[src/sv/nrc_pkg.sv]
// Shared types, constants and helpers for the nearest reference classifier.
// Used by nrc_cell and nearest_reference_classifier; depends on nothing else.
package nrc_pkg;

	localparam int TABLE_DEPTH     = 64;
	localparam int FEATURE_BITS    = 16;
	localparam int SUM_BITS        = 18;
	// three absolute differences of FEATURE_BITS+1 bits each
	localparam int SUM_W           = FEATURE_BITS + 3;
	// wide enough for both the full sum and the reported 18-bit value plus one
	localparam int SUM_X           = (SUM_W > SUM_BITS) ? SUM_W : SUM_BITS + 1;
	localparam int CNT_W           = $clog2(TABLE_DEPTH + 1);

	localparam logic [SUM_BITS-1:0] SUM_NONE        = 18'h3FFFF;
	localparam logic [SUM_BITS-1:0] SUM_SAT         = 18'h3FFFE;
	localparam logic [SUM_BITS-1:0] THRESHOLD_RESET = 18'd7680;

	localparam logic [1:0] OP_CLEAR    = 2'd0;
	localparam logic [1:0] OP_LOAD     = 2'd1;
	localparam logic [1:0] OP_CLASSIFY = 2'd2;

	typedef struct packed {
		logic [1:0]                     operation;
		logic signed [FEATURE_BITS-1:0] feature_a2;
		logic signed [FEATURE_BITS-1:0] feature_a3;
		logic signed [FEATURE_BITS-1:0] feature_a4;
		logic [7:0]                     class_label;
	} in_item_t;

	typedef struct packed {
		logic                matched;
		logic [7:0]          result_label;
		logic [SUM_BITS-1:0] best_distance_sum;
	} out_item_t;

	// query and running best, handed from cell to cell
	typedef struct packed {
		logic                           valid;
		logic signed [FEATURE_BITS-1:0] f0;
		logic signed [FEATURE_BITS-1:0] f1;
		logic signed [FEATURE_BITS-1:0] f2;
		logic                           found;
		logic [SUM_W-1:0]               best;
		logic [7:0]                     label;
	} query_t;

	typedef struct packed {
		logic wr;
		logic clr;
	} cell_ctl_t;

	function automatic logic [FEATURE_BITS:0] abs_diff(
		input logic signed [FEATURE_BITS-1:0] a,
		input logic signed [FEATURE_BITS-1:0] b
	);
		logic [FEATURE_BITS:0] d;
		d = {a[FEATURE_BITS-1], a} - {b[FEATURE_BITS-1], b};
		return d[FEATURE_BITS] ? (~d + 1'b1) : d;
	endfunction

endpackage

[src/sv/nrc_cell.sv]
// One table entry of the classifier chain: holds a reference and updates the
// running best of the query passing through. Depends on nrc_pkg.
module nrc_cell (
	input  logic              clk,
	input  logic              arst_n,
	input  nrc_pkg::cell_ctl_t ctl,
	input  nrc_pkg::in_item_t wr_item,
	input  nrc_pkg::query_t   prev,
	output nrc_pkg::query_t   next
);

	logic signed [nrc_pkg::FEATURE_BITS-1:0] f0_q, f1_q, f2_q;
	logic [7:0]                              label_q;
	logic                                    used_q;
	nrc_pkg::query_t                         link_q;

	logic [nrc_pkg::SUM_W-1:0] sum;
	logic                      take;

	always_comb begin
		sum = nrc_pkg::SUM_W'(nrc_pkg::abs_diff(prev.f0, f0_q))
		    + nrc_pkg::SUM_W'(nrc_pkg::abs_diff(prev.f1, f1_q))
		    + nrc_pkg::SUM_W'(nrc_pkg::abs_diff(prev.f2, f2_q));
		// strict compare keeps the earliest reference on ties
		take = prev.valid && used_q && (label_q != 8'd0) && (!prev.found || sum < prev.best);
	end

	always_ff @(posedge clk or negedge arst_n) begin
		if (!arst_n) begin
			used_q <= 1'b0;
		end else if (ctl.clr) begin
			used_q <= 1'b0;
		end else if (ctl.wr) begin
			used_q <= 1'b1;
		end
	end

	always_ff @(posedge clk) begin
		if (ctl.wr) begin
			f0_q    <= wr_item.feature_a2;
			f1_q    <= wr_item.feature_a3;
			f2_q    <= wr_item.feature_a4;
			label_q <= wr_item.class_label;
		end
	end

	always_ff @(posedge clk or negedge arst_n) begin
		if (!arst_n) begin
			link_q <= '0;
		end else begin
			link_q.valid <= prev.valid;
			link_q.f0    <= prev.f0;
			link_q.f1    <= prev.f1;
			link_q.f2    <= prev.f2;
			link_q.found <= prev.found | take;
			link_q.best  <= take ? sum : prev.best;
			link_q.label <= take ? label_q : prev.label;
		end
	end

	assign next = link_q;

endmodule

[config.mk]
export PLATFORM = sky130hd
export DESIGN_NAME = nrc_cell
export DESIGN_NICKNAME = d
export VERILOG_FILES = /design/src/sv/nrc_pkg.sv /design/src/sv/nrc_cell.sv
export SDC_FILE = /design/constraint.sdc
export NUM_CORES = 1
export LEC_CHECK = 0
export ABC_CLOCK_PERIOD_IN_PS = 7770
export BUFFER_PORTS_ARGS = -buffer_cell sky130_fd_sc_hd__buf_2
export CAP_MARGIN = 20
export CORE_ASPECT_RATIO = 0.7
export CORE_MARGIN = 2
export CORE_UTILIZATION = 43
export CTS_CLUSTER_SIZE = 8
export DETAILED_ROUTE_END_ITERATION = 8
export GPL_ROUTABILITY_DRIVEN = 0
export PLACE_DENSITY = 0.66
export RECOVER_POWER = 50
export REMOVE_ABC_BUFFERS = 1
export SYNTH_ARGS = -nofsm -noshare
export SYNTH_HDL_FRONTEND = slang
export SYNTH_SLANG_ARGS = --single-unit
[constraint.sdc]
create_clock -name clk -period 7.77 [get_ports clk]
set_input_delay 0.3885 -clock clk [delete_from_list [all_inputs] [get_ports clk]]
set_output_delay 0.3885 -clock clk [all_outputs]
set_load 0.005 [all_outputs]
After elaboration in Yosys (flattened, before gate mapping)
Cells that the tools add are included.
{ "word_totals": {"reg_bits": 134, "input_bits": 139, "output_inout_bits": 77, "word_cells": 39} }
{ "classes": {"addsub": 8, "order_cmp": 1, "mux": 7, "bitwise": 4, "n_reduce_logical": 7} }
{ "ops": {"columns": ["op", "n"], "rows": [
  ["$add A17 B1 Y17 const B", 3],
  ["$mux W17", 3],
  ["$not A17 Y17", 3],
  ["$sub A16 B16 Y17", 3],
  ["$add A18 B17 Y19", 1],
  ["$lt A19 B19 Y1", 1],
  ["$mux W19", 1],
  ["$add A17 B17 Y18", 1],
  ["$mux W8", 1],
  ["$reduce_bool A8 Y1", 1],
  ["$logic_and A1 B1 Y1", 3],
  ["$mux W1", 2],
  ["$reduce_bool A2 Y1", 1],
  ["$logic_not A1 Y1", 1],
  ["$logic_or A1 B1 Y1", 1],
  ["$or A1 B1 Y1", 1]
]} }

Longest topological paths before layout
Gate-level depths: netlist of run 1.
{ "depth": {"ltp_word": 10, "mapped_depth": 35, "mapped_depth_nobuf": 33} }

Least setup slack after synthesis of run 1
Ideal clock, no wire load.
{ "synth_timing": {"path_type": "input-to-reg", "start": "input prev[46] in the netlist's numbering", "end": "register link_q (netlist bit next[0])", "setup_ps": 125, "arrival_ps": 7203, "required_ps": 7645, "path_slack_ps": 442, "cell_stages": 30, "path_buffers": 2, "cell_sequence": "ha_1 -> nor2b_1 -> o31a_1 -> o31a_1 -> o311a_4 -> o22a_1 -> a2111oi_4 -> a21oi_2 -> buf_6 -> nor2_2 -> xnor2_1 -> fa_1 -> inv_1 -> ha_1 -> o21a_1 -> o21a_1 -> or3b_2 -> o21ai_0 -> a31oi_1 -> o21ai_0 -> xor2_1 -> ha_1 -> a21o_1 -> a21oi_1 -> o21ai_0 -> a21oi_1 -> o21ai_0 -> a21oi_1 -> clkbuf_1 -> mux2_2"} }
{ "synth_via": {"elab_chain_cells": 10} }
{ "synth_lines": {"columns": ["element", "line", "rtl"], "rows": [
  ["start: declaration", "nrc_cell.sv:8", "input nrc_pkg::query_t prev,"],
  ["$sub A16 B16 Y17 (*)", "nrc_pkg.sv:57", "d = {a[FEATURE_BITS-1], a} - {b[FEATURE_BITS-1], b};"],
  ["$not A17 Y17", "nrc_pkg.sv:58", "return d[FEATURE_BITS] ? (~d + 1'b1) : d;"],
  ["$add A17 B1 Y17", "nrc_pkg.sv:58", null],
  ["$mux W17 (*)", "nrc_pkg.sv:58", null],
  ["$add A17 B17 Y18 (*)", "nrc_cell.sv:22", "+ nrc_pkg::SUM_W'(nrc_pkg::abs_diff(prev.f1, f1_q))"],
  ["$add A18 B17 Y19 (*)", "nrc_cell.sv:23", "+ nrc_pkg::SUM_W'(nrc_pkg::abs_diff(prev.f2, f2_q));"],
  ["$lt A19 B19 Y1 (*)", "nrc_cell.sv:25", "take = prev.valid && used_q && (label_q != 8'd0) && (!prev.found || sum < prev.best);"],
  ["$logic_or A1 B1 Y1 (*)", "nrc_cell.sv:25", null],
  ["$logic_and A1 B1 Y1 (*)", "nrc_cell.sv:25", null],
  ["$mux W8 (*)", "nrc_cell.sv:57", "link_q.label <= take ? label_q : prev.label;"],
  ["end: declaration", "nrc_cell.sv:15", "nrc_pkg::query_t link_q;"]
]} }
Every way passes the cells marked *; elsewhere a longest branch is shown, timed or not.
A chain may end at the register's enable or synchronous reset.

Worst setup path in the final report of run 1
{ "layout_timing": {"start": "register f1_q[2] in the netlist's numbering", "end": "register link_q (netlist bit next[18])"} }
{ "layout_via": {"elab_chain_cells": 10} }
{ "layout_lines": {"columns": ["element", "line", "rtl"], "rows": [
  ["start: declaration", "nrc_cell.sv:12", "logic signed [nrc_pkg::FEATURE_BITS-1:0] f0_q, f1_q, f2_q;"],
  ["start signal: assignment", "nrc_cell.sv:41", "f1_q <= wr_item.feature_a3;"],
  ["$sub A16 B16 Y17 (*)", "nrc_pkg.sv:57", null],
  ["$not A17 Y17", "nrc_pkg.sv:58", null],
  ["$add A17 B1 Y17", "nrc_pkg.sv:58", null],
  ["$mux W17 (*)", "nrc_pkg.sv:58", null],
  ["$add A17 B17 Y18 (*)", "nrc_cell.sv:22", null],
  ["$add A18 B17 Y19 (*)", "nrc_cell.sv:23", null],
  ["$lt A19 B19 Y1", "nrc_cell.sv:25", null],
  ["$logic_or A1 B1 Y1", "nrc_cell.sv:25", null],
  ["$logic_and A1 B1 Y1", "nrc_cell.sv:25", null],
  ["$mux W19 (*)", "nrc_cell.sv:56", "link_q.best <= take ? sum : prev.best;"]
]} }
Marks and branches as above.

==> results.toml, run 1 <==
[outcome]
violations = "max-capacitance violations, max-slew violations"
status = "finished with violations"

[synth]
yosysSeqAreaShare = 0.399
synth_top_area_cell = "dfrtp_1"
yosysTopAreaCellShare = 0.214
synth_common_cells = "130 x inv_1, 85 x ha_1, 78 x dfrtp_1"
synthFlopType = "dfrtp_1"
netlist_area_um2 = 9110
ys_warn_count = 0
avgSynthCellArea_um2 = 10.3
async_flop_share = 0.582
synth.most_common_cell = "inv_1"
synth-seq-cells = 134
synth_edf_count = 56
ys_top_cells_by_area = "dfrtp_1 21%, edfxtp_1 18%, ha_1 12%"
syn_inst = 888
synth.distinct_cells = 65

[sta]
setup_slack_ps = 489
hold_violations = 0
fin_crit_sh = 0.937
slew_headroom = -1.26
post-route-min-period_ps = 7280
max_freq_ghz = 0.137
setup_viol = 0
maxSlewViolCount = 90
tightest_slew_ps = 3390
finClkSkew_ps = 12.1

[power_and_ir_drop]
pwr-share-clk = 0.189
power_density_nw_per_um2 = 405
p_switching_uw = 1920
peakVddDrop_mv = 0.273
power_frac_seq = 0.189
p_int_uw = 2620
comb_power_share = 0.622
p_leak_uw = 0.00525
swShare = 0.423

[floorplanning]
core.rowCount = 44
start_util = 0.439
core_area_um2 = 20800
io_pins = 216
die_width_um = 178
die_h_um = 126
die_area_um2 = 22400

[grt]
antenna_found_initial = 1
grt_pass1_vias = 6905
grt_pass1_wl_mm = 34.1
grt_start_max_net_pins = 79
grt-ovfl-total = 0
grt_usage = 0.194

[finish]
area_growth_pct = 22.9
multi_input_area_um2 = 4980
seqCellArea_um2 = 3630
drive_gt1_frac = 0.227
stdcell_count = 1414
fillers = 1939
diodes = 0
fin_nets = 1370

[routing]
remaining_drc_errors = 0
routedWlPerCell_um = 15.0
firstDrtPassIters = 6
wl_mm = 21.2
vias = 7179
first_iter_violations = 310
ant_nets = 0
vias_per_cell = 5.08

[clock_tree]
cts.sinks = 134
clock_insertion_delay_worst_skew_ps = 430
cts_buffer_depth = 2
clk_pin_slew_ps = 60
htreeDepth = 4
cts_tree = "built"
cts_root_buf = "clkbuf_16"
cts_buffers = 17

[run]
max_cap_viol_count = 2

[critical_path]
end_kind = "flip-flop"
cp.required_ps = 8070
worst_path_largest_cell_delay_ps = 570
path_delay_family = "compound AO/OA/AOI/OAI gates"
critPathKind = "flip-flop to flip-flop"
path_max_fanout = 27
path_buf_inv = 4
cp_slowest_cell = "a2111oi_0"
arrival_ps = 7580
cp-start-kind = "flip-flop"

[placed_design]
hpwlAfterDp_mm = 16.9
dp_cells = 1377
port_buffers = 213
dp_slack_ps = 142

[hold_path]
hold_path.class = "primary input to flip-flop"
==> stage by stage <==
| stage | hold slack, ps | TNS (ps) | power (uW) | util | area, um2 |
|---|---|---|---|---|---|
| final | 94.5 | 0 | 4540 | 0.540 | 11200 |
| after detailed placement | 497 | 0 | 3650 | 0.509 | 10600 |
| after global routing | 78.1 | -3.90 | 4980 | 0.540 | 11200 |
| after floorplan | 92.9 | -4110 | 2890 | - | 9080 |
| after CTS | 67.6 | 0 | 4550 | 0.539 | 11200 |
| after global placement | 482 | 0 | 3580 | 0.509 | 10600 |
==> worst paths after layout <==
kind	depth (start not counted)	slack (ps)	from	end
worst min register to register	1	500	label_q[5]	next[5]
min in group asynchronous	2	1030	arst_n	next[73]
worst min-delay path	1	90	prev[28]	next[28]
worst max register to register	29	490	f1_q[2]	next[18]
max in group asynchronous	2	5620	arst_n	next[36]
worst max-delay path	29	490	f1_q[2]	next[18]
==> flip-flops by register name, summed over array words and instances, names as in the netlist <==
signal / cells
label_q: 8
used_q: 1
f2_q: 16
f0_q: 16
next: 77
f1_q: 16
==> metal layers <==
| layer | vias to the layer above | wire (um) | global-route usage |
|---|---|---|---|
| met2 | 186 | 8820 | 0.280 |
| met3 | 17 | 1380 | 0.0556 |
| met5 | - | 7 | 0 |
| met1 | 3391 | 10800 | 0.285 |
| li1 | 3583 | - | - |
| met4 | 2 | 208 | 0.0482 |
==> power groups by stage <==
stage / clock, uW / sequential, uW / combinational (uW)
after floorplan: 0 / 877 / 2010
after global placement: 0 / 869 / 2710
after detailed placement: 0 / 869 / 2780
after CTS: 881 / 855 / 2810
after global routing: 914 / 863 / 3200
final: 860 / 856 / 2820
==> final cells by class <==
cell class                      count  share of cell area
Multi-Input combinational cell    616               0.444
Sequential cell                   134               0.324
Tap cell                          276              0.0308
Clock inverter                     15              0.0181
Inverter                          130              0.0436
Clock buffer                       17              0.0380
Timing Repair Buffer              226               0.101
==> cell usage in the layout (no fill, tap or decap), types with 35 or more instances in the layout <==
| cell type | netlist | final |
|---|---|---|
| buf_2 | 0 | 161 |
| o21ai_0 | 37 | 35 |
| nor2_1 | 59 | 59 |
| xnor2_1 | 53 | 53 |
| dfrtp_1 | 78 | 78 |
| xor2_1 | 37 | 37 |
| inv_1 | 130 | 130 |
| a21oi_1 | 55 | 54 |
| edfxtp_1 | 56 | 56 |
| clkbuf_1 | 7 | 53 |
| ha_1 | 85 | 85 |
==> what timing repair did <==
action,CTS,global route
hold endpoints to repair,0,31
resized for setup,0,5
setup endpoints to repair,0,27
buffers inserted,0,3
hold buffers,0,1
==> logic make-up (layout without fill, tap and decap cells) <==
kind of cell,after synthesis,count (layout),share of synthesized area
fa+ha+maj,106,106,0.163
xor+xnor,90,90,0.0865
buf+inv,138,388,0.0577
compound gates,203,203,0.150
simple gates,185,185,0.105
mux,32,32,0.0388
flops,134,134,0.399
Note: power is estimated with default switching activity, not from simulation.
==> run 2, diff against run 1 <==
--- a/config.mk
+++ b/config.mk
@@ -10,13 +10,12 @@
 export CAP_MARGIN = 20
 export CORE_ASPECT_RATIO = 0.7
 export CORE_MARGIN = 2
-export CORE_UTILIZATION = 43
+export CORE_UTILIZATION = 25
 export CTS_CLUSTER_SIZE = 8
 export DETAILED_ROUTE_END_ITERATION = 8
 export GPL_ROUTABILITY_DRIVEN = 0
-export PLACE_DENSITY = 0.66
+export PLACE_DENSITY = 0.42
 export RECOVER_POWER = 50
-export REMOVE_ABC_BUFFERS = 1
 export SYNTH_ARGS = -nofsm -noshare
 export SYNTH_HDL_FRONTEND = slang
 export SYNTH_SLANG_ARGS = --single-unit
==> results.toml, run 2 (synthesis gave the netlist of run 1 again) <==
[sta]
hold_violations = 0
tightest_slew_ps = 3520
max_freq_ghz = 0.137
post-route-min-period_ps = 7300
finalSetupTns_ps = 0
fin_crit_sh = 0.939
rsz0062_at_grt = "false"
maxSlewViolCount = 94
slew_headroom = -1.35
setup_viol = 0
setup_slack_ps = 472
finClkSkew_ps = 12.8

[clock_tree]
post-cts-setup-buffers = 0
clk_pin_slew_ps = 60
cts_root_buf = "clkbuf_16"
cts_tree = "built"
htreeDepth = 4
cts_buffers = 17
cts.sinks = 134
clock_insertion_delay_worst_skew_ps = 450
cts_buffer_depth = 2

[critical_path]
path_delay_family = "compound AO/OA/AOI/OAI gates"
end_kind = "flip-flop"
r2r_slack_ps = 470
critPathKind = "flip-flop to flip-flop"
cp_slowest_cell = "fa_1"
worst_path_most_repeated_cell = "a21oi_1"
arrival_ps = 7630
reg2reg_depth = 29
worst_path_largest_cell_delay_ps = 530
r2r-end = "next[13]"
rr_startpoint = "f1_q[2]"
cp-start-kind = "flip-flop"
path_max_fanout = 20
cp.required_ps = 8100
path_buf_inv = 2

[finish]
fillers = 3801
area_growth_pct = 25.6
final_util = 0.319
drive_gt1_frac = 0.225
fin_nets = 1372
diodes = 0
largest_register_ffs = 77
final_cell_mix = "161 x buf_2, 130 x inv_1, 85 x ha_1, 78 x dfrtp_1, 59 x nor2_1"
layout_commonest_cell = "buf_2"

[grt]
grt_start_max_net_pins = 58
grt-ovfl-total = 0
grt_pass1_wl_mm = 39.6
grt_usage = 0.138
antenna_found_initial = 0
grt_pass1_vias = 6927

[routing]
ant_nets = 0
wl_mm = 25.4
vias_per_cell = 4.35
vias = 7049
first_iter_violations = 392
remaining_drc_errors = 0
routedWlPerCell_um = 15.7
firstDrtPassIters = 5

[power_and_ir_drop]
comb_power_share = 0.626
p_switching_uw = 2020
power_frac_seq = 0.184
swShare = 0.433
pwr-share-clk = 0.190
p_leak_uw = 0.00524
p_int_uw = 2640
power_density_nw_per_um2 = 407
peakVddDrop_mv = 0.217

[outcome]
violations = "max-capacitance violations, max-slew violations"
status = "finished with violations"

[placed_design]
dp_slack_ps = 113
port_buffers = 213
hpwlAfterDp_mm = 20.5

[floorplanning]
core_area_um2 = 35900
core.rowCount = 58
die_width_um = 232
die_h_um = 164
start_util = 0.254
io_pins = 216
die_area_um2 = 38000

[run]
max_cap_viol_count = 2

[hold_path]
hold_path.class = "primary input to flip-flop"
holdPathStages = 1
hold_end = "next[60]"
hold_start = "prev[60]"

[synth]
syn-num-nets = 1133
-- run 2: per-layer routing --
metal  vias up  part of all wire  global-route usage
li1       3590                 -                   -
met1      3271              0.56               0.217
met2       177              0.37               0.181
met3        11             0.057              0.0415
met4         0            0.0062              0.0236
met5         -                 0                   0
-- run 2: power by group through the flow --
stage | clock network (uW) | logic (uW) | registers (uW)
2_1_floorplan | 0 | 2020 | 877
3_3_place_gp | 0 | 2910 | 872
3_5_place_dp | 0 | 2890 | 872
4_1_cts | 917 | 2920 | 859
5_1_grt | 949 | 3350 | 867
6_report | 885 | 2910 | 858
-- run 2: area by class of cell --
cell class | instances | area, um2 | area share
Inverter | 130 | 488 | 0.0426
Timing Repair Buffer | 227 | 1120 | 0.0976
Clock buffer | 18 | 429 | 0.0375
Multi-Input combinational cell | 617 | 4980 | 0.435
Sequential cell | 134 | 3630 | 0.317
Clock inverter | 14 | 196 | 0.0172
Tap cell | 480 | 601 | 0.0525
-- run 2: what timing repair did --
item                                    4_1_cts  5_1_grt
endpoints found under the setup margin        0       27
gates resized for setup                       0        5
hold buffers                                  1        0
endpoints found under the hold margin        34        0
-- run 2: worst max-delay path by stage --
stage	depth (start not counted)	from	end
2_1_floorplan	30	prev[46]	next[0]
3_3_place_gp	33	prev[44]	next[20]
3_5_place_dp	33	prev[44]	next[19]
4_1_cts	31	f1_q[0]	next[19]
5_1_grt	31	f1_q[2]	next[21]
6_report	29	f1_q[2]	next[13]
-- run 2: stage by stage --
step,power [uW],cell area (um2),hold slack [ps],std cells
2_1_floorplan,2890,9110,92.9,888
3_3_place_gp,3780,10900,398,1586
3_5_place_dp,3770,10900,400,1586
4_1_cts,4690,11500,32.7,1619
5_1_grt,5160,11400,45.8,1620
6_report,4660,11400,68.2,1620
